===== src/hdl/sms_pkg.sv =====
// ----------------------------------------------------------------------------
// sms_pkg
// Shared constants and types for the sample mean / standard deviation block.
// ----------------------------------------------------------------------------
package sms_pkg;

   localparam int MAX_SAMPLES = 1024;
   localparam int SAMPLE_BITS = 16;
   localparam int FRAC_BITS   = 16;

   localparam int IDX_W  = $clog2(MAX_SAMPLES);
   localparam int CNT_W  = IDX_W + 1;
   localparam int ADDR_W = IDX_W + 1;           // bank bit + index
   localparam int SUM_W  = SAMPLE_BITS + IDX_W + 1;
   localparam int EST_W  = 48;                  // |sum| << FRAC_BITS
   localparam int ACC_W  = 64;                  // signed Q48.16 working width
   localparam int MAG_W  = 34;                  // |d|, |y| bound
   localparam int HALF_W = MAG_W / 2;
   localparam int M2_W   = 96;
   localparam int DVD_W  = 96;
   localparam int DVS_W  = 32;
   localparam int STEP_W = $clog2(DVD_W + 1);
   localparam int SQ_W   = 64;

   localparam logic [1:0] ST_OK    = 2'd0;
   localparam logic [1:0] ST_SHORT = 2'd1;
   localparam logic [1:0] ST_OVF   = 2'd2;

   typedef struct packed {
      logic             bank;
      logic [CNT_W-1:0] n;
      logic             ovf;
   } job_type;

endpackage


===== src/hdl/sms_queue.sv =====
// ----------------------------------------------------------------------------
// sms_queue
// Two-entry job queue between front and back.
// ----------------------------------------------------------------------------
module sms_queue (
   input  logic             clock,
   input  logic             reset,
   input  logic             push,
   input  sms_pkg::job_type push_job,
   input  logic             pop,
   output logic             head_valid,
   output sms_pkg::job_type head_job
);

   sms_pkg::job_type entry_ff [2];
   logic       wr_ff, wr_in;
   logic       rd_ff, rd_in;
   logic [1:0] cnt_ff, cnt_in;

   assign head_valid = (cnt_ff != 2'd0);
   assign head_job   = entry_ff[rd_ff];

   always_comb begin
      wr_in  = push ? ~wr_ff : wr_ff;
      rd_in  = pop ? ~rd_ff : rd_ff;
      cnt_in = cnt_ff + {1'b0, push} - {1'b0, pop};
   end

   always_ff @(posedge clock) begin
      if (reset) begin
         wr_ff  <= 1'b0;
         rd_ff  <= 1'b0;
         cnt_ff <= '0;
      end else begin
         wr_ff  <= wr_in;
         rd_ff  <= rd_in;
         cnt_ff <= cnt_in;
      end
   end

   always_ff @(posedge clock) begin
      if (push) begin
         entry_ff[wr_ff] <= push_job;
      end
   end

endmodule


===== config.mk =====
export PLATFORM = sky130hd
export DESIGN_NAME = sms_queue
export DESIGN_NICKNAME = d
export VERILOG_FILES = /design/src/hdl/sms_pkg.sv /design/src/hdl/sms_queue.sv
export SDC_FILE = /design/constraint.sdc
export NUM_CORES = 1
export LEC_CHECK = 0
export BUFFER_PORTS_ARGS = -buffer_cell sky130_fd_sc_hd__buf_2
export CORE_MARGIN = 4
export CORE_UTILIZATION = 50
export DETAILED_ROUTE_END_ITERATION = 16
export GPL_TIMING_DRIVEN = 1
export PLACE_DENSITY = 0.83
export SYNTH_ARGS = -nofsm -noshare
export SYNTH_HDL_FRONTEND = slang
export SYNTH_SLANG_ARGS = --single-unit

===== constraint.sdc =====
create_clock -name clock -period 1.72 [get_ports clock]
set_input_delay 0.086 -clock clock [delete_from_list [all_inputs] [get_ports clock]]
set_output_delay 0.086 -clock clock [all_outputs]
set_load 0.05 [all_outputs]

## Word-level counts from Yosys, hierarchy flattened

Memories as Yosys holds them, arrays and structs flattened. A register that Yosys moved wholly into a read port is not among the register bits.
Index checks and enable logic that the tools add are counted.

| storage, ports and cells | value |
|---|---|
| bits in registers | 4 |
| RAM bits | 26 |
| output and inout port bits | 14 |
| word-level logic and storage cells | 13 |
| memories kept | 1 |

Memory list:

| name | words | bits a word | read ports | clocked after Yosys merged registers in | write ports | RTL line | source |
|---|---|---|---|---|---|---|---|
| entry_ff | 2 | 13 | 1 | 1 | 1 | sms_queue.sv:15 | `sms_pkg::job_type entry_ff [2];` |

| operators by class | value |
|---|---|
| add/sub/neg operators | 2 |
| multiplexer cells | 4 |
| bitwise logic cells | 2 |
| reductions and logical operators | 1 |

Operators with widths:

| operator | count |
|---|---|
| 1-bit two-way mux | 4 |
| 2-bit by 1-bit adder with 2-bit output | 1 |
| 1-bit NOT | 2 |
| 2-bit nonzero test | 1 |
| 2-bit by 1-bit subtractor with 2-bit output | 1 |

## Depth between registers and ports, before layout

Gate-level depths: netlist of run 1.

| logic depth | value |
|---|---|
| word-level depth | 3 |
| mapped depth | 6 |

## Worst setup path after synthesis of run 1

OpenSTA, ideal clock, no wires.

| path | value |
|---|---|
| path kind | reg2reg |
| from | register wr_ff |
| to | memory entry_ff[0][0] (netlist name), enable pin |
| arrival | 0.933 ns |
| slack | 0.403 ns |
| cell stages (with the launch flop) | 2 |
| path buffers | 0 |
| cells stage by stage | dfxtp_1 nor2b_1 |

RTL lines:

| element | RTL line | source |
|---|---|---|
| start: declaration | sms_queue.sv:16 | `logic wr_ff, wr_in;` |
| start signal: assignment | sms_queue.sv:35 | `wr_ff <= wr_in;` |
| end: declaration | sms_queue.sv:15 |  |

No word-level cell before the write port.

==> run summary, run 1 <==
Critical Path Sink Type = output pin
Cts bufs inserted = 5
Slowest-stage cell, CP = dfxtp_1
Most frequent cells in the layout = buf_2, edfxtp_1, dlygate4sd3_1
Area Overhead vs Synth = 31.9%
Sequence of cells on the critical path = buf_6 > mux2_4 > buf_2
Site Rows = 17
Final Hold Violating Endpoints = 0
Drt initial violations = 4
Wire per inst = 12.2 um
Final setup viols = 0
Met2 Track Usage GR = 21.6%
Vias per std cell = 4.66
Initial antenna violation count = 0
Post-CTS setup buffers = 0
Status = finished clean
Mapped cell area = 1190 sq um
Area of the multi-input gates = 289 sq um
Die area = 3220 sq um
Maximum fanout along the worst path = 9
First-pass GRT wire length = 2870 um
Pwr dens = 1050 nW/um^2
Instance count of the mapped netlist = 60
VDD IR-drop max = 574 uV
Commonest non-fill, non-tap cell in the layout = buf_2
Reg clk slew, reported paths = 90 ps
Worst setup path end = head_job[10]
Clock root buffer = clkbuf_4
Area after DPL = 1380 sq um
Min-delay worst type = input pin to flip-flop
Hold_ws = 56.5 ps
Worst slew pin tran = 584 ps
Vias post-DR = 653
# IOs = 31
Startpoint Class = flip-flop
Hpwl dp = 1220 um
Clk Latency, worst-skew pair = 320 ps
Router iterations before antenna repair = 2
Overall routing resource usage = 12.4%
Post-route design area = 1570 sq um
Final period utilization = 93.1%
Worst reg2reg startpoint = wr_ff$_SDFFE_PP0P_
Sequential share of the synthesized area = 74.1%
CP Class = flip-flop to output pin
Grt met1 use = 11.3%
Die Ht = 56.8 um
Cell depth of the worst flop-to-flop path = 2
Chip width = 56.8 um
GP Congestion = 0.662
Largest delay share family, worst path = flip-flops
Crit. path cell count = 3
Worst path arrival time = 1510 ps
Clock Tree Buf Depth = 2
Slew Limit Fails = 0
H-tree depth = 2
Most crowded layer after global routing = met2
Post-layout net count = 131
Worst relative slew slack = 61.1%
Flops & latches, synth = 31
Share of cells above drive strength 1 = 46.4%
Post-Route WL = 1710 um
Syn_area_per_cell = 19.8 sq um
Min-Delay Path Depth = 3
Clock sink count = 31
Yosys cell types = 13
Static leakage = 0.647 nW
Largest stage delay, worst path = 460 ps
Grt ovf = 0
Met3 usage = 6.44%
DRC Markers = 0
Antenna cells = 0
Port bufs = 30
CTS tree = done
Vias in the first global route = 686
Post-synthesis net count = 79
Largest net degree at the start of global routing = 14
Crit path buf inv count = 2
Tmin final = 1600 ps
FF-to-FF setup slack = 460 ps
Unrepaired setup endpoints after global routing = no
Fmax = 625 MHz
Clock Skews = 4.65 ps
Setup TNS = 0 ps
Initial core utilization = 53.2%
FILL cells = 154
Core Footprint = 2230 sq um
Routed Antenna Nets = 0
Max-cap violations = 0
Flip-flop and latch area = 881 sq um
R2R Path End = entry_ff[0][10]$_DFFE_PP_
Critical Path RT = 1630 ps
Synthesis Warnings = 0
-- how the worst min path moves through the flow --
stage	end	startpoint	slack, ps
after floorplan	cnt_ff[0]$_SDFF_PP0_	reset	160
after global placement	entry_ff[1][12]$_DFFE_PP_	push_job[12]	270
after detailed placement	entry_ff[1][12]$_DFFE_PP_	push_job[12]	280
after CTS	wr_ff$_SDFFE_PP0P_	push	40
after global routing	wr_ff$_SDFFE_PP0P_	push	70
final	wr_ff$_SDFFE_PP0P_	push	60
-- kinds of logic (layout without fill, tap and decap cells) --
kind of cell,count (synthesis),in the layout,share of synthesized area (%)
flops,31,31,74.1
mux,13,13,15.5
simple gates,8,8,3.37
xor+xnor,3,3,3.37
buf+inv,3,55,1.58
fa+ha+maj,2,2,2.10
-- cell type report --
class,count,area share [%]
inverters,2,0.479
well taps,28,2.23
flip-flops and latches,31,56.2
clock inverters,2,0.559
multi-input cells,26,18.4
clock buffers,5,2.39
repair buffers,46,19.7
-- cell usage after synthesis, drive strengths merged --
master / n / area (sq um)
xnor2: 2 / 17.5
or2: 1 / 6.26
ha: 2 / 25.0
inv: 2 / 7.51
mux2: 13 / 184
nor2b: 2 / 12.5
buf: 1 / 11.3
nor2: 4 / 15.0
dfxtp: 5 / 100
and2: 1 / 6.26
xnor3: 1 / 22.5
edfxtp: 26 / 781
-- power by group --
part           switching [mW]  leakage, nW  internal [mW]
Combinational           0.231        0.333          0.156
Sequential             0.0228        0.286          0.873
Clock                   0.212       0.0285          0.144
-- what timing repair did --
action | 4_1_cts | 5_1_grt
hold buffers | 14 | 0
endpoints found under the hold margin | 31 | 0
endpoints found under the setup margin | 0 | 9
gates resized for setup | 0 | 1
-- state kept, by name (all words and copies together), names as in the netlist, named ones only --
signal and cells:
entry_ff 26, cnt_ff 2, rd_ff 1, wr_ff 1
-- worst min-delay path, delay by kind of cell --
kind,cells,cell delay (ps)
buf+inv,1,120
simple gates,1,70
xor+xnor,1,60
-- layer usage --
metal	up-vias	share of wire (%)
met3	6	8.1
met4	0	2.1
met5	-	0
met2	24	54
met1	299	36
li1	324	-
-- metrics by stage --
stage          utilization, %  power (mW)  cells  worst slack [ps]
2_1_floorplan               -        1.20     60               403
3_3_place_gp             61.7        1.27    119               444
3_5_place_dp             61.7        1.28    119               421
4_1_cts                  70.0        1.67    140              54.9
5_1_grt                  70.2        1.73    140              35.7
6_report                 70.2        1.64    140               119
Power figures use the tool's default switching activity.
==> inputs of run 2 (changes only) <==
--- a/config.mk
+++ b/config.mk
@@ -11,6 +11,7 @@
 export DETAILED_ROUTE_END_ITERATION = 16
 export GPL_TIMING_DRIVEN = 1
 export PLACE_DENSITY = 0.83
+export SETUP_SLACK_MARGIN = 0.15
 export SYNTH_ARGS = -nofsm -noshare
 export SYNTH_HDL_FRONTEND = slang
 export SYNTH_SLANG_ARGS = --single-unit
==> run 2 against run 1 <==
  * Non-clock buffer count did not move
  * Sequential share of layout area is 0.10 points higher
  * Maximum frequency up 7.6%
  * Sequential power barely moved
  * Critical path depth is the same
  * Clock power about the same
  * Count of clock-buffer cells in the layout stayed put
  * Largest cell class unchanged
==> run summary, run 2 (same netlist as run 1, synthesis figures left out) <==
Core Footprint = 2230 sq um (unchanged)
Crit. path cell count = 3 (unchanged)
Maximum fanout along the worst path = 9 (unchanged)
Largest reg by FF count = entry_ff (unchanged)
Combinational share of power = 23.6% (about the same)
Grt ovf = 0 (unchanged)
Worst path arrival time = 1400 ps (was 1510 ps)
Final period utilization = 86.5% (was 93.1%)
Unrepaired setup endpoints after global routing = no (unchanged)
Routed Antenna Nets = 0 (unchanged)
GP Congestion = 0.662 (unchanged)
Drt initial violations = 5 (was 4)
Max-cap violations = 0 (unchanged)
Crit path buf inv count = 2 (unchanged)
Router iterations before antenna repair = 2 (unchanged)
Vias per std cell = 4.66 (unchanged)
Sw power = 466 uW (about the same)
Clk network pwr share = 21.7% (about the same)
Commonest non-fill, non-tap cell in the layout = buf_2 (unchanged)
Port bufs = 30 (unchanged)
Initial antenna violation count = 0 (unchanged)
Worst setup path end = head_job[10] (unchanged)
Pwr dens = 1040 nW/um^2 (was 1050 nW/um^2)
Slew Limit Fails = 0 (unchanged)
Reg clk slew, reported paths = 90 ps (about the same)
Clock sink count = 31 (unchanged)
FILL cells = 157 (was 154)
Clock Skews = 4.92 ps (was 4.65 ps)
Most frequent cells in the layout = buf_2, edfxtp_1, dlygate4sd3_1 (unchanged)
Site Rows = 17 (unchanged)
CTS tree = done (unchanged)
Worst relative slew slack = 61.1% (about the same)
Startpoint Class = flip-flop (unchanged)
Largest net degree at the start of global routing = 14 (unchanged)
Max reg flops = 26 (unchanged)
Fmax = 672 MHz (was 625 MHz)
Largest stage delay, worst path = 390 ps (was 460 ps)
Hpwl dp = 1220 um (unchanged)
Switching share of power = 28.4% (about the same)
Clk Latency, worst-skew pair = 320 ps (about the same)
Die area = 3220 sq um (unchanged)
Critical Path Sink Type = output pin (unchanged)
Post-layout net count = 131 (unchanged)
First-pass GRT wire length = 2860 um (was 2870 um)
Final Hold Violating Endpoints = 0 (unchanged)
Cts bufs inserted = 5 (unchanged)
Antenna cells = 0 (unchanged)
Slowest-stage cell, CP = dfxtp_4 (was dfxtp_1)
R2R Path End = entry_ff[0][10]$_DFFE_PP_ (unchanged)
Worst reg2reg startpoint = wr_ff$_SDFFE_PP0P_ (unchanged)
Die Ht = 56.8 um (unchanged)
Final setup viols = 0 (unchanged)
Clock Tree Buf Depth = 2 (unchanged)
Largest delay share family, worst path = flip-flops (unchanged)
Initial core utilization = 53.2% (unchanged)
Critical Path RT = 1630 ps (about the same)
Vias post-DR = 653 (unchanged)
Status = finished clean (unchanged)
Cell depth of the worst flop-to-flop path = 2 (unchanged)
CP Class = flip-flop to output pin (unchanged)
Vias in the first global route = 685 (was 686)
Wire per inst = 12.1 um (was 12.2 um)
Biggest regs = entry_ff x26, cnt_ff x2 (unchanged)
Tmin final = 1490 ps (was 1600 ps)
VDD IR-drop max = 561 uV (was 574 uV)
Chip width = 56.8 um (unchanged)
Clock root buffer = clkbuf_4 (unchanged)
Share of cells above drive strength 1 = 47.3% (was 46.4%)
Sequential share of power = 54.7% (about the same)
Post-Route WL = 1700 um (was 1710 um)
DRC Markers = 0 (unchanged)
Overall routing resource usage = 12.3% (was 12.4%)
Min-delay worst type = input pin to flip-flop (unchanged)
FF-to-FF setup slack = 470 ps (was 460 ps)
Pwr Total = 1.64 mW (about the same)
Static leakage = 0.647 nW (about the same)
Sequence of cells on the critical path = buf_6 > mux2_4 > buf_2 (unchanged)
Area Overhead vs Synth = 32.2% (was 31.9%)
H-tree depth = 2 (unchanged)
# IOs = 31 (unchanged)
Int Power = 1.17 mW (about the same)
Setup TNS = 0 ps (unchanged)
Worst slew pin tran = 583 ps (was 584 ps)
[run 2: cell counts in the layout (fill, tap and decap cells not counted)]
Identical to the previous run, type by type.
[run 2: worst min-delay path: cells and delay by family]
kind / cells / cell delay, ps
xor+xnor: 1 / 60
simple gates: 1 / 70
buf+inv: 1 / 120
[run 2: cell type report]
class | instances | area [sq um] | area share (%)
sequential | 31 | 885 | 56.3
timing repair buffer | 46 | 309 | 19.7
multi-input combinational | 26 | 289 | 18.4
clock buffer | 5 | 37.5 | 2.39
tap | 28 | 35.0 | 2.23
clock inverter | 2 | 8.76 | 0.557
inverter | 2 | 7.51 | 0.478
[run 2: through the flow]
step | hold slack, ps | worst slack, ps | cells | area, sq um | util, %
after floorplan | 158 | 403 | 60 | 1190 | -
after global placement | 274 | 444 | 119 | 1380 | 61.7
after detailed placement | 277 | 421 | 119 | 1380 | 61.7
after CTS | 42.1 | 179 | 140 | 1570 | 70.3
after global routing | 70.5 | 167 | 140 | 1570 | 70.4
final | 54.9 | 233 | 140 | 1570 | 70.4
[run 2: timing repair]
item	4_1_cts	5_1_grt
setup buffers	0	0
endpoints found under the hold margin	31	0
endpoints found under the setup margin	9	9
gates resized for setup	2	1
hold buffers	14	0
[run 2: power by group through the flow]
stage	clock network (mW)	logic [mW]	registers (mW)
after floorplan	0	0.290	0.907
after global placement	0	0.357	0.909
after detailed placement	0	0.364	0.913
after CTS	0.378	0.392	0.897
after global routing	0.419	0.410	0.902
final	0.356	0.387	0.896
[run 2: metal layers]
metal  vias to the layer above  global-route usage, %  routed length [um]  part of all wire [%]
met4                         0                   6.95                  36                   2.1
met2                        24                   21.5                 910                    54
met1                       298                   11.3                 610                    36
met3                         6                   6.44                 140                   8.2
met5                         -                      0                   0                     0
li1                        325                      -                   -                     -
[run 2: worst min-delay path by stage]
stage               slack (ps)  cells after the start                   endpoint         start
detailed placement         280                      1  entry_ff[1][12]$_DFFE_PP_  push_job[12]
global placement           270                      1  entry_ff[1][12]$_DFFE_PP_  push_job[12]
finish                      50                      3         wr_ff$_SDFFE_PP0P_          push
floorplan                  160                      1       cnt_ff[0]$_SDFF_PP0_         reset
CTS                         40                      3         wr_ff$_SDFFE_PP0P_          push
global route                70                      3         wr_ff$_SDFFE_PP0P_          push
