==> src/hdl/sms_pkg.sv <==
// ----------------------------------------------------------------------------
// sms_pkg
// Shared constants and types for the sample mean / standard deviation block.
// ----------------------------------------------------------------------------
package sms_pkg;

   localparam int MAX_SAMPLES = 1024;
   localparam int SAMPLE_BITS = 16;
   localparam int FRAC_BITS   = 16;

   localparam int IDX_W  = $clog2(MAX_SAMPLES);
   localparam int CNT_W  = IDX_W + 1;
   localparam int ADDR_W = IDX_W + 1;           // bank bit + index
   localparam int SUM_W  = SAMPLE_BITS + IDX_W + 1;
   localparam int EST_W  = 48;                  // |sum| << FRAC_BITS
   localparam int ACC_W  = 64;                  // signed Q48.16 working width
   localparam int MAG_W  = 34;                  // |d|, |y| bound
   localparam int HALF_W = MAG_W / 2;
   localparam int M2_W   = 96;
   localparam int DVD_W  = 96;
   localparam int DVS_W  = 32;
   localparam int STEP_W = $clog2(DVD_W + 1);
   localparam int SQ_W   = 64;

   localparam logic [1:0] ST_OK    = 2'd0;
   localparam logic [1:0] ST_SHORT = 2'd1;
   localparam logic [1:0] ST_OVF   = 2'd2;

   typedef struct packed {
      logic             bank;
      logic [CNT_W-1:0] n;
      logic             ovf;
   } job_type;

endpackage

==> src/hdl/sms_divider.sv <==
// ----------------------------------------------------------------------------
// sms_divider
// Restoring unsigned divider, one quotient bit per cycle, MSB-aligned dividend.
// ----------------------------------------------------------------------------
module sms_divider (
   input  logic                            clock,
   input  logic                            reset,
   input  logic                            div_start,
   input  logic [sms_pkg::DVD_W-1:0]       dividend,
   input  logic [sms_pkg::DVS_W-1:0]       divisor,
   input  logic [sms_pkg::STEP_W-1:0]      steps,
   output logic                            div_busy,
   output logic                            div_done,
   output logic [sms_pkg::DVD_W-1:0]       quotient
);

   logic [sms_pkg::DVD_W-1:0]  dvd_ff, dvd_in;
   logic [sms_pkg::DVS_W-1:0]  dvs_ff, dvs_in;
   logic [sms_pkg::DVS_W-1:0]  rem_ff, rem_in;
   logic [sms_pkg::DVD_W-1:0]  quo_ff, quo_in;
   logic [sms_pkg::STEP_W-1:0] cnt_ff, cnt_in;
   logic                       run_ff, run_in;
   logic                       done_ff, done_in;
   logic [sms_pkg::DVS_W:0]    rem_sh, rem_sub;
   logic                       ge;

   assign div_busy = run_ff;
   assign div_done = done_ff;
   assign quotient = quo_ff;

   always_comb begin
      rem_sh  = {rem_ff, dvd_ff[sms_pkg::DVD_W-1]};
      rem_sub = rem_sh - {1'b0, dvs_ff};
      ge      = (rem_sh >= {1'b0, dvs_ff});
      dvd_in  = dvd_ff;
      dvs_in  = dvs_ff;
      rem_in  = rem_ff;
      quo_in  = quo_ff;
      cnt_in  = cnt_ff;
      run_in  = run_ff;
      done_in = 1'b0;
      if (div_start) begin
         dvd_in = dividend;
         dvs_in = divisor;
         rem_in = '0;
         quo_in = '0;
         cnt_in = steps;
         run_in = 1'b1;
      end else if (run_ff) begin
         dvd_in = {dvd_ff[sms_pkg::DVD_W-2:0], 1'b0};
         rem_in = ge ? rem_sub[sms_pkg::DVS_W-1:0] : rem_sh[sms_pkg::DVS_W-1:0];
         quo_in = {quo_ff[sms_pkg::DVD_W-2:0], ge};
         cnt_in = cnt_ff - 1'b1;
         if (cnt_ff == sms_pkg::STEP_W'(1)) begin
            run_in  = 1'b0;
            done_in = 1'b1;
         end
      end
   end

   always_ff @(posedge clock) begin
      if (reset) begin
         run_ff  <= 1'b0;
         done_ff <= 1'b0;
         cnt_ff  <= '0;
      end else begin
         run_ff  <= run_in;
         done_ff <= done_in;
         cnt_ff  <= cnt_in;
      end
   end

   always_ff @(posedge clock) begin
      dvd_ff <= dvd_in;
      dvs_ff <= dvs_in;
      rem_ff <= rem_in;
      quo_ff <= quo_in;
   end

endmodule

==> src/hdl/sms_back.sv <==
// ----------------------------------------------------------------------------
// sms_back
// Runs one job: sum pass, mean estimate, Welford pass, variance and root.
// ----------------------------------------------------------------------------
module sms_back (
   input  logic                             clock,
   input  logic                             reset,
   input  logic                             head_valid,
   input  sms_pkg::job_type                 head_job,
   output logic                             pop,
   output logic [sms_pkg::ADDR_W-1:0]       rd_addr,
   input  logic [sms_pkg::SAMPLE_BITS-1:0]  rd_data,
   output logic                             rsp_strobe,
   output logic [31:0]                      rsp_mean,
   output logic [31:0]                      rsp_std_dev,
   output logic [1:0]                       rsp_status
);

   localparam logic [3:0] S_IDLE  = 4'd0;
   localparam logic [3:0] S_SUM   = 4'd1;
   localparam logic [3:0] S_EST   = 4'd2;
   localparam logic [3:0] S_ESTW  = 4'd3;
   localparam logic [3:0] S_RD    = 4'd4;
   localparam logic [3:0] S_X     = 4'd5;
   localparam logic [3:0] S_D     = 4'd6;
   localparam logic [3:0] S_DIVS  = 4'd7;
   localparam logic [3:0] S_DIVW  = 4'd8;
   localparam logic [3:0] S_Y     = 4'd9;
   localparam logic [3:0] S_AB    = 4'd10;
   localparam logic [3:0] S_MUL   = 4'd11;
   localparam logic [3:0] S_VAR   = 4'd12;
   localparam logic [3:0] S_VARW  = 4'd13;
   localparam logic [3:0] S_SQRT  = 4'd14;
   localparam logic [3:0] S_OUT   = 4'd15;

   localparam int AW = sms_pkg::ACC_W;
   localparam int SB = sms_pkg::SAMPLE_BITS;
   localparam int HW = sms_pkg::HALF_W;

   logic [3:0]                      state_ff, state_in;
   logic [sms_pkg::CNT_W-1:0]       n_ff, n_in;
   logic                            ovf_ff, ovf_in;
   logic                            bank_ff, bank_in;
   logic [sms_pkg::CNT_W-1:0]       idx_ff, idx_in;
   logic [sms_pkg::CNT_W-1:0]       acc_ff, acc_in;
   logic                            rvalid_ff, rvalid_in;
   logic signed [sms_pkg::SUM_W-1:0] sum_ff, sum_in;
   logic signed [AW-1:0]            est_ff, est_in;
   logic signed [AW-1:0]            w_ff, w_in;
   logic signed [AW-1:0]            x_ff, x_in;
   logic signed [AW-1:0]            d_ff, d_in;
   logic signed [AW-1:0]            y_ff, y_in;
   logic [sms_pkg::MAG_W-1:0]       a_ff, a_in;
   logic [sms_pkg::MAG_W-1:0]       b_ff, b_in;
   logic [sms_pkg::M2_W-1:0]        m2_ff, m2_in;
   logic [2:0]                      mcnt_ff, mcnt_in;
   logic [2*HW-1:0]                 prod_ff, prod_in;
   logic [1:0]                      psh_ff, psh_in;
   logic [sms_pkg::SQ_W-1:0]        v_ff, v_in;
   logic [sms_pkg::SQ_W-1:0]        res_ff, res_in;
   logic [sms_pkg::SQ_W-1:0]        bit_ff, bit_in;
   logic [4:0]                      scnt_ff, scnt_in;
   logic                            strobe_ff, strobe_in;
   logic [31:0]                     mean_ff, mean_in;
   logic [31:0]                     sd_ff, sd_in;
   logic [1:0]                      status_ff, status_in;

   logic                            div_start, div_busy, div_done;
   logic [sms_pkg::DVD_W-1:0]       dividend, quotient;
   logic [sms_pkg::DVS_W-1:0]       divisor;
   logic [sms_pkg::STEP_W-1:0]      steps;

   logic signed [sms_pkg::SUM_W-1:0] sum_mag;
   logic [sms_pkg::M2_W-1:0]        prod_sh;
   logic signed [AW-1:0]            samp_ext, q_signed;
   logic [sms_pkg::SQ_W-1:0]        trial;
   logic [HW-1:0]                   op_a, op_b;

   assign rd_addr     = {bank_ff, idx_ff[sms_pkg::IDX_W-1:0]};
   assign rsp_strobe  = strobe_ff;
   assign rsp_mean    = mean_ff;
   assign rsp_std_dev = sd_ff;
   assign rsp_status  = status_ff;

   sms_divider u_div (
      .clock     (clock),
      .reset     (reset),
      .div_start (div_start),
      .dividend  (dividend),
      .divisor   (divisor),
      .steps     (steps),
      .div_busy  (div_busy),
      .div_done  (div_done),
      .quotient  (quotient)
   );

   always_comb begin
      state_in  = state_ff;
      n_in      = n_ff;
      ovf_in    = ovf_ff;
      bank_in   = bank_ff;
      idx_in    = idx_ff;
      acc_in    = acc_ff;
      rvalid_in = 1'b0;
      sum_in    = sum_ff;
      est_in    = est_ff;
      w_in      = w_ff;
      x_in      = x_ff;
      d_in      = d_ff;
      y_in      = y_ff;
      a_in      = a_ff;
      b_in      = b_ff;
      m2_in     = m2_ff;
      mcnt_in   = mcnt_ff;
      prod_in   = prod_ff;
      psh_in    = psh_ff;
      v_in      = v_ff;
      res_in    = res_ff;
      bit_in    = bit_ff;
      scnt_in   = scnt_ff;
      strobe_in = 1'b0;
      mean_in   = mean_ff;
      sd_in     = sd_ff;
      status_in = status_ff;
      pop       = 1'b0;
      div_start = 1'b0;
      dividend  = '0;
      divisor   = '0;
      steps     = '0;

      sum_mag  = sum_ff[sms_pkg::SUM_W-1] ? -sum_ff : sum_ff;
      samp_ext = {{(AW-SB){rd_data[SB-1]}}, rd_data};
      q_signed = AW'(quotient[sms_pkg::MAG_W-1:0]);
      trial    = res_ff + bit_ff;
      op_a     = mcnt_ff[1] ? a_ff[2*HW-1:HW] : a_ff[HW-1:0];
      op_b     = mcnt_ff[0] ? b_ff[2*HW-1:HW] : b_ff[HW-1:0];
      unique case (psh_ff)
         2'd0:    prod_sh = sms_pkg::M2_W'(prod_ff);
         2'd1:    prod_sh = sms_pkg::M2_W'(prod_ff) << HW;
         default: prod_sh = sms_pkg::M2_W'(prod_ff) << (2*HW);
      endcase

      unique case (state_ff)
         S_IDLE: begin
            if (head_valid) begin
               pop      = 1'b1;
               n_in     = head_job.n;
               ovf_in   = head_job.ovf;
               bank_in  = head_job.bank;
               idx_in   = '0;
               acc_in   = '0;
               sum_in   = '0;
               state_in = S_SUM;
            end
         end
         S_SUM: begin
            if (idx_ff < n_ff) begin
               idx_in    = idx_ff + 1'b1;
               rvalid_in = 1'b1;
            end
            if (rvalid_ff) begin
               sum_in = sum_ff + sms_pkg::SUM_W'(samp_ext);
               acc_in = acc_ff + 1'b1;
            end
            if (acc_ff == n_ff && !rvalid_ff) begin
               state_in = S_EST;
            end
         end
         S_EST: begin
            if (n_ff == '0) begin
               est_in   = '0;
               state_in = S_VAR;
            end else begin
               div_start = 1'b1;
               dividend  = {sms_pkg::EST_W'({sum_mag, 16'b0}),
                            {(sms_pkg::DVD_W-sms_pkg::EST_W){1'b0}}};
               divisor   = sms_pkg::DVS_W'(n_ff);
               steps     = sms_pkg::STEP_W'(sms_pkg::EST_W);
               state_in  = S_ESTW;
            end
         end
         S_ESTW: begin
            if (div_done) begin
               est_in   = sum_ff[sms_pkg::SUM_W-1] ?
                          -AW'(quotient[sms_pkg::EST_W-1:0]) :
                          AW'(quotient[sms_pkg::EST_W-1:0]);
               idx_in   = '0;
               w_in     = '0;
               m2_in    = '0;
               state_in = S_RD;
            end
         end
         S_RD: begin
            state_in = S_X;
         end
         S_X: begin
            x_in     = {samp_ext[AW-1-sms_pkg::FRAC_BITS:0], 16'b0} - est_ff;
            state_in = S_D;
         end
         S_D: begin
            d_in     = x_ff - w_ff;
            state_in = S_DIVS;
         end
         S_DIVS: begin
            a_in      = d_ff[AW-1] ? sms_pkg::MAG_W'(-d_ff) : sms_pkg::MAG_W'(d_ff);
            div_start = 1'b1;
            dividend  = {(d_ff[AW-1] ? sms_pkg::MAG_W'(-d_ff) : sms_pkg::MAG_W'(d_ff)),
                         {(sms_pkg::DVD_W-sms_pkg::MAG_W){1'b0}}};
            divisor   = sms_pkg::DVS_W'(idx_ff) + 1'b1;
            steps     = sms_pkg::STEP_W'(sms_pkg::MAG_W);
            state_in  = S_DIVW;
         end
         S_DIVW: begin
            if (div_done) begin
               w_in     = w_ff + (d_ff[AW-1] ? -q_signed : q_signed);
               state_in = S_Y;
            end
         end
         S_Y: begin
            y_in     = x_ff - w_ff;
            state_in = S_AB;
         end
         S_AB: begin
            b_in     = y_ff[AW-1] ? sms_pkg::MAG_W'(-y_ff) : sms_pkg::MAG_W'(y_ff);
            mcnt_in  = '0;
            state_in = S_MUL;
         end
         S_MUL: begin
            if (mcnt_ff != 3'd4) begin
               prod_in = op_a * op_b;
               psh_in  = 2'(mcnt_ff[0]) + 2'(mcnt_ff[1]);
            end
            if (mcnt_ff != 3'd0) begin
               m2_in = m2_ff + prod_sh;
            end
            mcnt_in = mcnt_ff + 1'b1;
            if (mcnt_ff == 3'd4) begin
               idx_in   = idx_ff + 1'b1;
               state_in = (idx_ff + 1'b1 == n_ff) ? S_VAR : S_RD;
            end
         end
         S_VAR: begin
            if (n_ff < sms_pkg::CNT_W'(2)) begin
               res_in   = '0;
               state_in = S_OUT;
            end else begin
               div_start = 1'b1;
               dividend  = m2_ff;
               divisor   = sms_pkg::DVS_W'(n_ff) - 1'b1;
               steps     = sms_pkg::STEP_W'(sms_pkg::DVD_W);
               state_in  = S_VARW;
            end
         end
         S_VARW: begin
            if (div_done) begin
               v_in     = (quotient[sms_pkg::DVD_W-1:sms_pkg::SQ_W] != '0) ? '1 :
                          quotient[sms_pkg::SQ_W-1:0];
               res_in   = '0;
               bit_in   = sms_pkg::SQ_W'(1) << (sms_pkg::SQ_W - 2);
               scnt_in  = '0;
               state_in = S_SQRT;
            end
         end
         S_SQRT: begin
            if (v_ff >= trial) begin
               v_in   = v_ff - trial;
               res_in = (res_ff >> 1) + bit_ff;
            end else begin
               res_in = res_ff >> 1;
            end
            bit_in  = bit_ff >> 2;
            scnt_in = scnt_ff + 1'b1;
            if (scnt_ff == 5'd31) begin
               state_in = S_OUT;
            end
         end
         S_OUT: begin
            strobe_in = 1'b1;
            sd_in     = res_ff[31:0];
            if (est_ff > AW'(32'sh7FFF_FFFF)) begin
               mean_in = 32'h7FFF_FFFF;
            end else if (est_ff < -AW'(33'sh0_8000_0000)) begin
               mean_in = 32'h8000_0000;
            end else begin
               mean_in = est_ff[31:0];
            end
            if (n_ff < sms_pkg::CNT_W'(2)) begin
               status_in = sms_pkg::ST_SHORT;
            end else begin
               status_in = ovf_ff ? sms_pkg::ST_OVF : sms_pkg::ST_OK;
            end
            state_in = S_IDLE;
         end
      endcase
   end

   always_ff @(posedge clock) begin
      if (reset) begin
         state_ff  <= S_IDLE;
         rvalid_ff <= 1'b0;
         strobe_ff <= 1'b0;
      end else begin
         state_ff  <= state_in;
         rvalid_ff <= rvalid_in;
         strobe_ff <= strobe_in;
      end
   end

   always_ff @(posedge clock) begin
      n_ff      <= n_in;
      ovf_ff    <= ovf_in;
      bank_ff   <= bank_in;
      idx_ff    <= idx_in;
      acc_ff    <= acc_in;
      sum_ff    <= sum_in;
      est_ff    <= est_in;
      w_ff      <= w_in;
      x_ff      <= x_in;
      d_ff      <= d_in;
      y_ff      <= y_in;
      a_ff      <= a_in;
      b_ff      <= b_in;
      m2_ff     <= m2_in;
      mcnt_ff   <= mcnt_in;
      prod_ff   <= prod_in;
      psh_ff    <= psh_in;
      v_ff      <= v_in;
      res_ff    <= res_in;
      bit_ff    <= bit_in;
      scnt_ff   <= scnt_in;
      mean_ff   <= mean_in;
      sd_ff     <= sd_in;
      status_ff <= status_in;
   end

   a_div_idle: assert property (@(posedge clock) disable iff (reset)
      div_start |-> !div_busy)
      else $error("divider started while running");

   a_out_idle: assert property (@(posedge clock) disable iff (reset)
      rsp_strobe |-> state_ff == S_IDLE)
      else $error("result word not followed by idle");

   a_short_zero: assert property (@(posedge clock) disable iff (reset)
      rsp_strobe && rsp_status == sms_pkg::ST_SHORT |-> rsp_std_dev == 32'd0)
      else $error("short run with nonzero deviation");

endmodule

==> config.mk <==
export PLATFORM = sky130hd
export DESIGN_NAME = sms_back
export DESIGN_NICKNAME = d
export VERILOG_FILES = /design/src/hdl/sms_pkg.sv /design/src/hdl/sms_divider.sv /design/src/hdl/sms_back.sv
export SDC_FILE = /design/constraint.sdc
export NUM_CORES = 2
export LEC_CHECK = 0
export BUFFER_PORTS_ARGS = -buffer_cell sky130_fd_sc_hd__buf_2
export CAP_MARGIN = 20
export CORE_AREA = 2 2 439 441
export CTS_CLUSTER_DIAMETER = 60
export CTS_CLUSTER_SIZE = 12
export DETAILED_ROUTE_END_ITERATION = 12
export DIE_AREA = 0 0 441 443
export HOLD_SLACK_MARGIN = 0.1
export PLACE_DENSITY = 0.66
export SLEW_MARGIN = 20
export SYNTH_ARGS = -nofsm -noshare
export SYNTH_HDL_FRONTEND = slang
export SYNTH_SLANG_ARGS = --single-unit
==> constraint.sdc <==
create_clock -name clock -period 20.3 [get_ports clock]
set_clock_uncertainty 0.2 [all_clocks]
set_input_delay 4.06 -clock clock [delete_from_list [all_inputs] [get_ports clock]]
set_output_delay 4.06 -clock clock [all_outputs]
set_load 0.03 [all_outputs]
-- Word-level counts from Yosys, hierarchy flattened
Index checks and enable logic that the tools add are counted.
Widths: inputs -> output; s select.
- output and inout port bits: 79
- bits in registers: 1119
- $mul: 1
- bitwise operators: 2
- reductions and logical operators: 29
- $add $sub $neg: 22
- $lt $le $gt $ge: 6
- muxes and demuxes: 77
- eq/ne operators: 35
- operators with widths (cell ; number):
    $mux 64 ; 12
    $pmux 64 s2 ; 4
    $mux 96 ; 5
    $pmux 96 s3 ; 1
    $pmux 64 s3 ; 1
    $pmux 96 s2 ; 1
    $sub 64x64->64 ; 3
    $pmux 68 s2 ; 1
    $add 64x64->64 ; 2
    $add 96x68->96 ; 1
    $mux 32 ; 3
    $pmux 32 s3 ; 1
    $mux 91 ; 1
    $mux 27 ; 3
    $mux 34 ; 2
    $neg 34->34 ; 2
    $mux 11 ; 6
    $add 63x64->64 ; 1
    $ge 64x64->1 ; 1
    $gt 64x32->1 const B ; 1
    $lt 64x32->1 const B ; 1
    $neg 34->64 ; 1
    $neg 48->64 ; 1
    $pmux 4 s16 ; 1
    other kinds (56) ; 116

-- Longest topological paths before layout
- depth in word-level cells: 5
- gate-level depth with buffers: 29
- gate-level depth less buffers: 26

-- By module
Synthesis repeated with hierarchy kept, for this count alone.
- cell total of the unflattened synthesis: 8247
- area total of the unflattened synthesis: 78076.1 sq um
- modules (own cells, without submodules) (module ; area each (sq um) ; seq. area each (sq um) ; cells each ; times used):
    sms_back ; 65948.2 ; 22881.9 ; 7201 ; 1
    sms_divider ; 12127.9 ; 6586.3 ; 1046 ; 1

-- Worst setup path before layout
Ideal clock, no wire load.
- path type: register to register
- start: reg res_ff[34] (netlist bit)
- end: reg v_ff[0] (netlist bit) (enable)
- stages on the path, launching flop included: 26
- arrival time: 9.650 ns
- clock period less this slack: 10.434 ns
- library setup time: 0.583 ns
- path slack: 9.866 ns
- path through: edfxtp_1 ha_1 clkbuf_1 nand2_1 or3_1 or2_2 a2111oi_0 nor3b_1 o21ai_1 a31oi_1 o21bai_1 a31oi_1 xor2_1 ha_1 clkbuf_1 nand2_1 o21ba_2 o21ai_0 a31oi_1 o21ai_0 a221o_1 a21oi_1 o31a_1 clkbuf_1 clkbuf_1 a21boi_0
- cells in the longest elaborated chain, start to end: 4
- RTL lines (what ; RTL line ; text):
    start: declaration ; sms_back.sv:60 ; logic [sms_pkg::SQ_W-1:0] res_ff, res_in;
    start signal: assignment ; sms_back.sv:328 ; res_ff <= res_in;
    $add 64x64->64 ; sms_back.sv:134 ; trial = res_ff + bit_ff;
    $ge 64x64->1 ; sms_back.sv:265 ; if (v_ff >= trial) begin
    $ne 2x2->1 (no line) ; - ;
    $reduce_and 3->1 (no line) ; - ;
    end signal: assignment ; sms_back.sv:327 ; v_ff <= v_in;
    end: declaration ; sms_back.sv:59 ; logic [sms_pkg::SQ_W-1:0] v_ff, v_in;
Every way passes these cells.
A chain may end at the register's enable or synchronous reset.

-- Worst setup path in the final report
- start: in head_valid
- end: out pop
- cells in the longest elaborated chain, start to end: 2
- RTL lines (what ; RTL line ; text):
    start: declaration ; sms_back.sv:8 ; input logic head_valid,
    $mux 1 ; sms_back.sv:145 ; if (head_valid) begin
    $mux 1 ; sms_back.sv:143 ; unique case (state_ff)
    end: declaration ; sms_back.sv:10 ; output logic pop,
Every way passes these cells.

==> summary.md <==
| Metric | Value |
|---|---|
| Status | `finished clean` |
| Die area | `195000 µm²` |
| P_sw | `approximately 2200 µW` |
| Top-count cell post-synth | `nor2_1` |
| Max_cap viols | `0` |
| Static Leak | `0.0331 µW` |
| Routability cong. | `0.961` |
| Comb power frac | `between 20% and 30%` |
| DRT Pass-1 Iters | `8` |
| PnR Total Power | `roughly 6600 µW` |
| DRC errors left | `0` |
| Crit. Startpoint | `head_valid` |
| Vias per cell | `5.58` |
| Setup TNS | `0 ps` |
| Synth cell types | `98` |
| Main synth FF type | `edfxtp_1` |
| Largest net degree at the start of global routing | `94` |
| CTS clk-pin slew, worst paths | `roughly 60 ps` |
| GRT overflow | `0` |
| Vias in the first global route | `between 50000 and 60000` |
| Endpoints failing hold | `0` |
| Initial antenna violation count | `2` |
| Seq/Total Area, Yosys | `between 30% and 40%` |
| Max IR drop VDD | `between 0.00008 and 0.00009 V` |
| FMAX | `around 110 MHz` |
| CTS max path bufs | `3` |
| Rel. slew slack | `a little under a quarter` |
| Fin crit period | `between 9000 and 10000 ps` |
| Drt wl/cell | `between 15 and 20 µm` |
| Post-synthesis cell area | `approximately 76000 µm²` |
| Cells after Synth | `roughly 8000` |
| Slew @ Worst Pin | `between 1000 and 1500 ps` |
| Number of cells in the finished layout apart from fillers | `10600` |
| Via Count | `approximately 59000` |
| Sw frac | `33.4%` |
| Clk pwr share | `between 30% and 40%` |
| Reg power frac | `between 30 and 40%` |
| Worst-Skew Late Latency | `820 ps` |
| Number of post-CTS setup repair buffers | `0` |
| Synth top area share | `roughly 34%` |
| Cts repair resizes | `0` |
| Critical path buffer and inverter count | `2` |
| First-pass GRT wire length | `between 300000 and 400000 µm` |
| CP max FO | `15` |
| DIE HEIGHT | `about 440 µm` |
| # IOs | `~110` |
| Worst r2r src | `mcnt_ff[1]$_SDFFCE_PN0P_` |
| Area leader, netlist | `edfxtp_1` |
| CORE AREA | `about 190000 µm²` |
| Internal | `between 4000 and 5000 µW` |
| Count of filler cells inserted in the layout | `18300` |
| Most frequent cells after synthesis | `nor2_1 (899), edfxtp_1 (867), nand2_1 (784)` |
| Hold buffers post-CTS | `0` |
| Initial DRC Count | `around 4500` |
| Rows | `161` |
| Ys Warns | `0` |
| Clock sinks | `between 1000 and 1500` |
| Pwr Density | `79.5 nW/µm²` |
| Arrival time worst endpoint | `roughly 5000 ps` |
| Initial Utilization | `just under 40%` |
| Area growth syn-to-layout | `9.09%` |
| Register Area | `roughly 29000 µm²` |
| Kind of end point of the critical path | `primary output` |
| CTS H-tree lvls | `3` |
| RSZ-0062 raised after global routing | `no` |
| Die width | `approximately 440 µm` |
| Cell Chain, Critical Path | `buf_2, and3_1, buf_2` |
| Post-synth EDFFs | `867` |
| Crit path max-delay family | `simple AND/OR/NAND/NOR gates` |
| CTS Root Cell | `clkbuf_16` |
| CP max stage cell | `and3_1` |
| Levels on crit path | `3` |
| Most common cell on crit path | `buf_2` |
| Largest stage delay on the critical path | `560 ps` |
| Tightest Hold Check Type | `reg2reg` |
| Max Transition Viols Final | `0` |
| Post-route ant nets | `0` |
| Worst Path Required | `16040 ps` |
| Syn Nets | `just under 9000` |
| Num CTS Buffers | `119` |
| Worst Hold End | `rsp_std_dev[0]$_DFFE_PP_` |
| Final count of negative-setup-slack endpoints | `0` |
| Detailed Route WL | `203000 µm` |
| CTS tree | `yes` |
| Hold Path Depth | `0` |
| IO buf count | `110` |
| Total Routing Usage GR | `20.2%` |
| Ranking of synthesized cells by area | `edfxtp_1 (34%), ha_1 (9.3%), fa_1 (6.1%)` |
| Placed wire-length estimate | `154000 µm` |
| Multi-input gate area | `around 44000 µm²` |
| Fraction of registers with async set/reset | `0%` |
| Flops & latches, synth | `about 1000` |
| Setup CP Type | `in2out` |
| Worst R2R Setup Slack | `~11000 ps` |
| Nets | `8799` |
| R2R Path End | `prod_ff[31]$_DFFE_PP_` |
| Final Cycle Share | `between 40% and 50%` |
| Post-Syn Area per Cell | `between 9 and 10 µm²` |
| Share of cells above drive strength 1 | `slightly above 6%` |
| Worst setup SP type | `primary input` |
| Placed insts | `10400` |
| Worst Hold Launch | `res_ff[0]$_SDFFCE_PN0P_` |
| Worst R2R Path Depth | `25` |
==> cell type report <==
type	count	area share [%]
clock inverters	63	0.897
repair buffers	175	1.28
flip-flops and latches	1010	34.9
multi-input cells	6129	52.8
diodes	2	0.00605
inverters	539	2.45
well taps	2526	3.82
clock buffers	149	3.82
==> through the flow <==
step                hold slack (ps)  setup WS [ps]  util (%)  cell area (µm²)
finish                          278          11020      43.3            82700
global route                    310          10840      43.3            82700
CTS                             278          11010      43.3            82700
detailed placement              262          11010      41.2            78800
global placement                274          11070      41.2            78800
floorplan                       233           9870         -            75800
==> metal layers <==
metal	share of wire [%]	global-route usage [%]	routed length (µm)
met3	4.9	2.35	9990
met2	48	34.1	96800
met5	0	0	0
met4	3.7	7.67	7580
met1	44	26.5	88200
==> power by group through the flow <==
stage | Combinational, µW | Clock, µW | Sequential, µW
after floorplan | 1450 | 0 | 2590
final | 1810 | 2150 | 2620
after global routing | 2010 | 2270 | 2640
after detailed placement | 1790 | 0 | 2660
after global placement | 1750 | 0 | 2660
after CTS | 1800 | 2200 | 2620
==> flip-flops by register name, indices dropped and copies added (netlist names), 13 cells and up <==
signal / cells
u_div.quotient: 96
d_ff: 35
res_ff: 64
m2_ff: 96
rsp_mean: 32
rsp_std_dev: 32
w_ff: 64
bit_ff: 32
b_ff: 34
y_ff: 35
u_div.rem_ff: 32
prod_ff: 34
sum_ff: 27
u_div.dvd_ff: 96
u_div.dvs_ff: 13
x_ff: 64
v_ff: 64
a_ff: 34
est_ff: 64
==> cell usage in the layout (no fill, tap or decap), types with 230 or more instances in the layout <==
cell type  Yosys  routed
xor2_1       300     300
o21ai_0      392     391
edfxtp_1     867     867
nand2_1      784     783
inv_1        537     535
fa_1         230     230
ha_1         563     563
a21oi_1      550     546
nor2_1       899     895
xnor2_1      384     384
==> how the worst max path moves through the flow <==
stage and end:
2_1_floorplan v_ff[0]$_DFFE_PP_, 3_3_place_gp pop, 3_5_place_dp pop, 4_1_cts pop, 5_1_grt prod_ff[31]$_DFFE_PP_, 6_report pop
==> kinds of logic after synthesis <==
family | Yosys count | share of synthesized area, %
fa+ha+maj | 793 | 15.4
simple gates | 2572 | 15.5
mux | 188 | 2.54
other cells | 1 | 0.00495
compound gates | 1891 | 16.0
xor+xnor | 684 | 7.90
buf+inv | 890 | 4.52
flops | 1010 | 38.1
No activity file was read; power rests on OpenSTA's default activity.
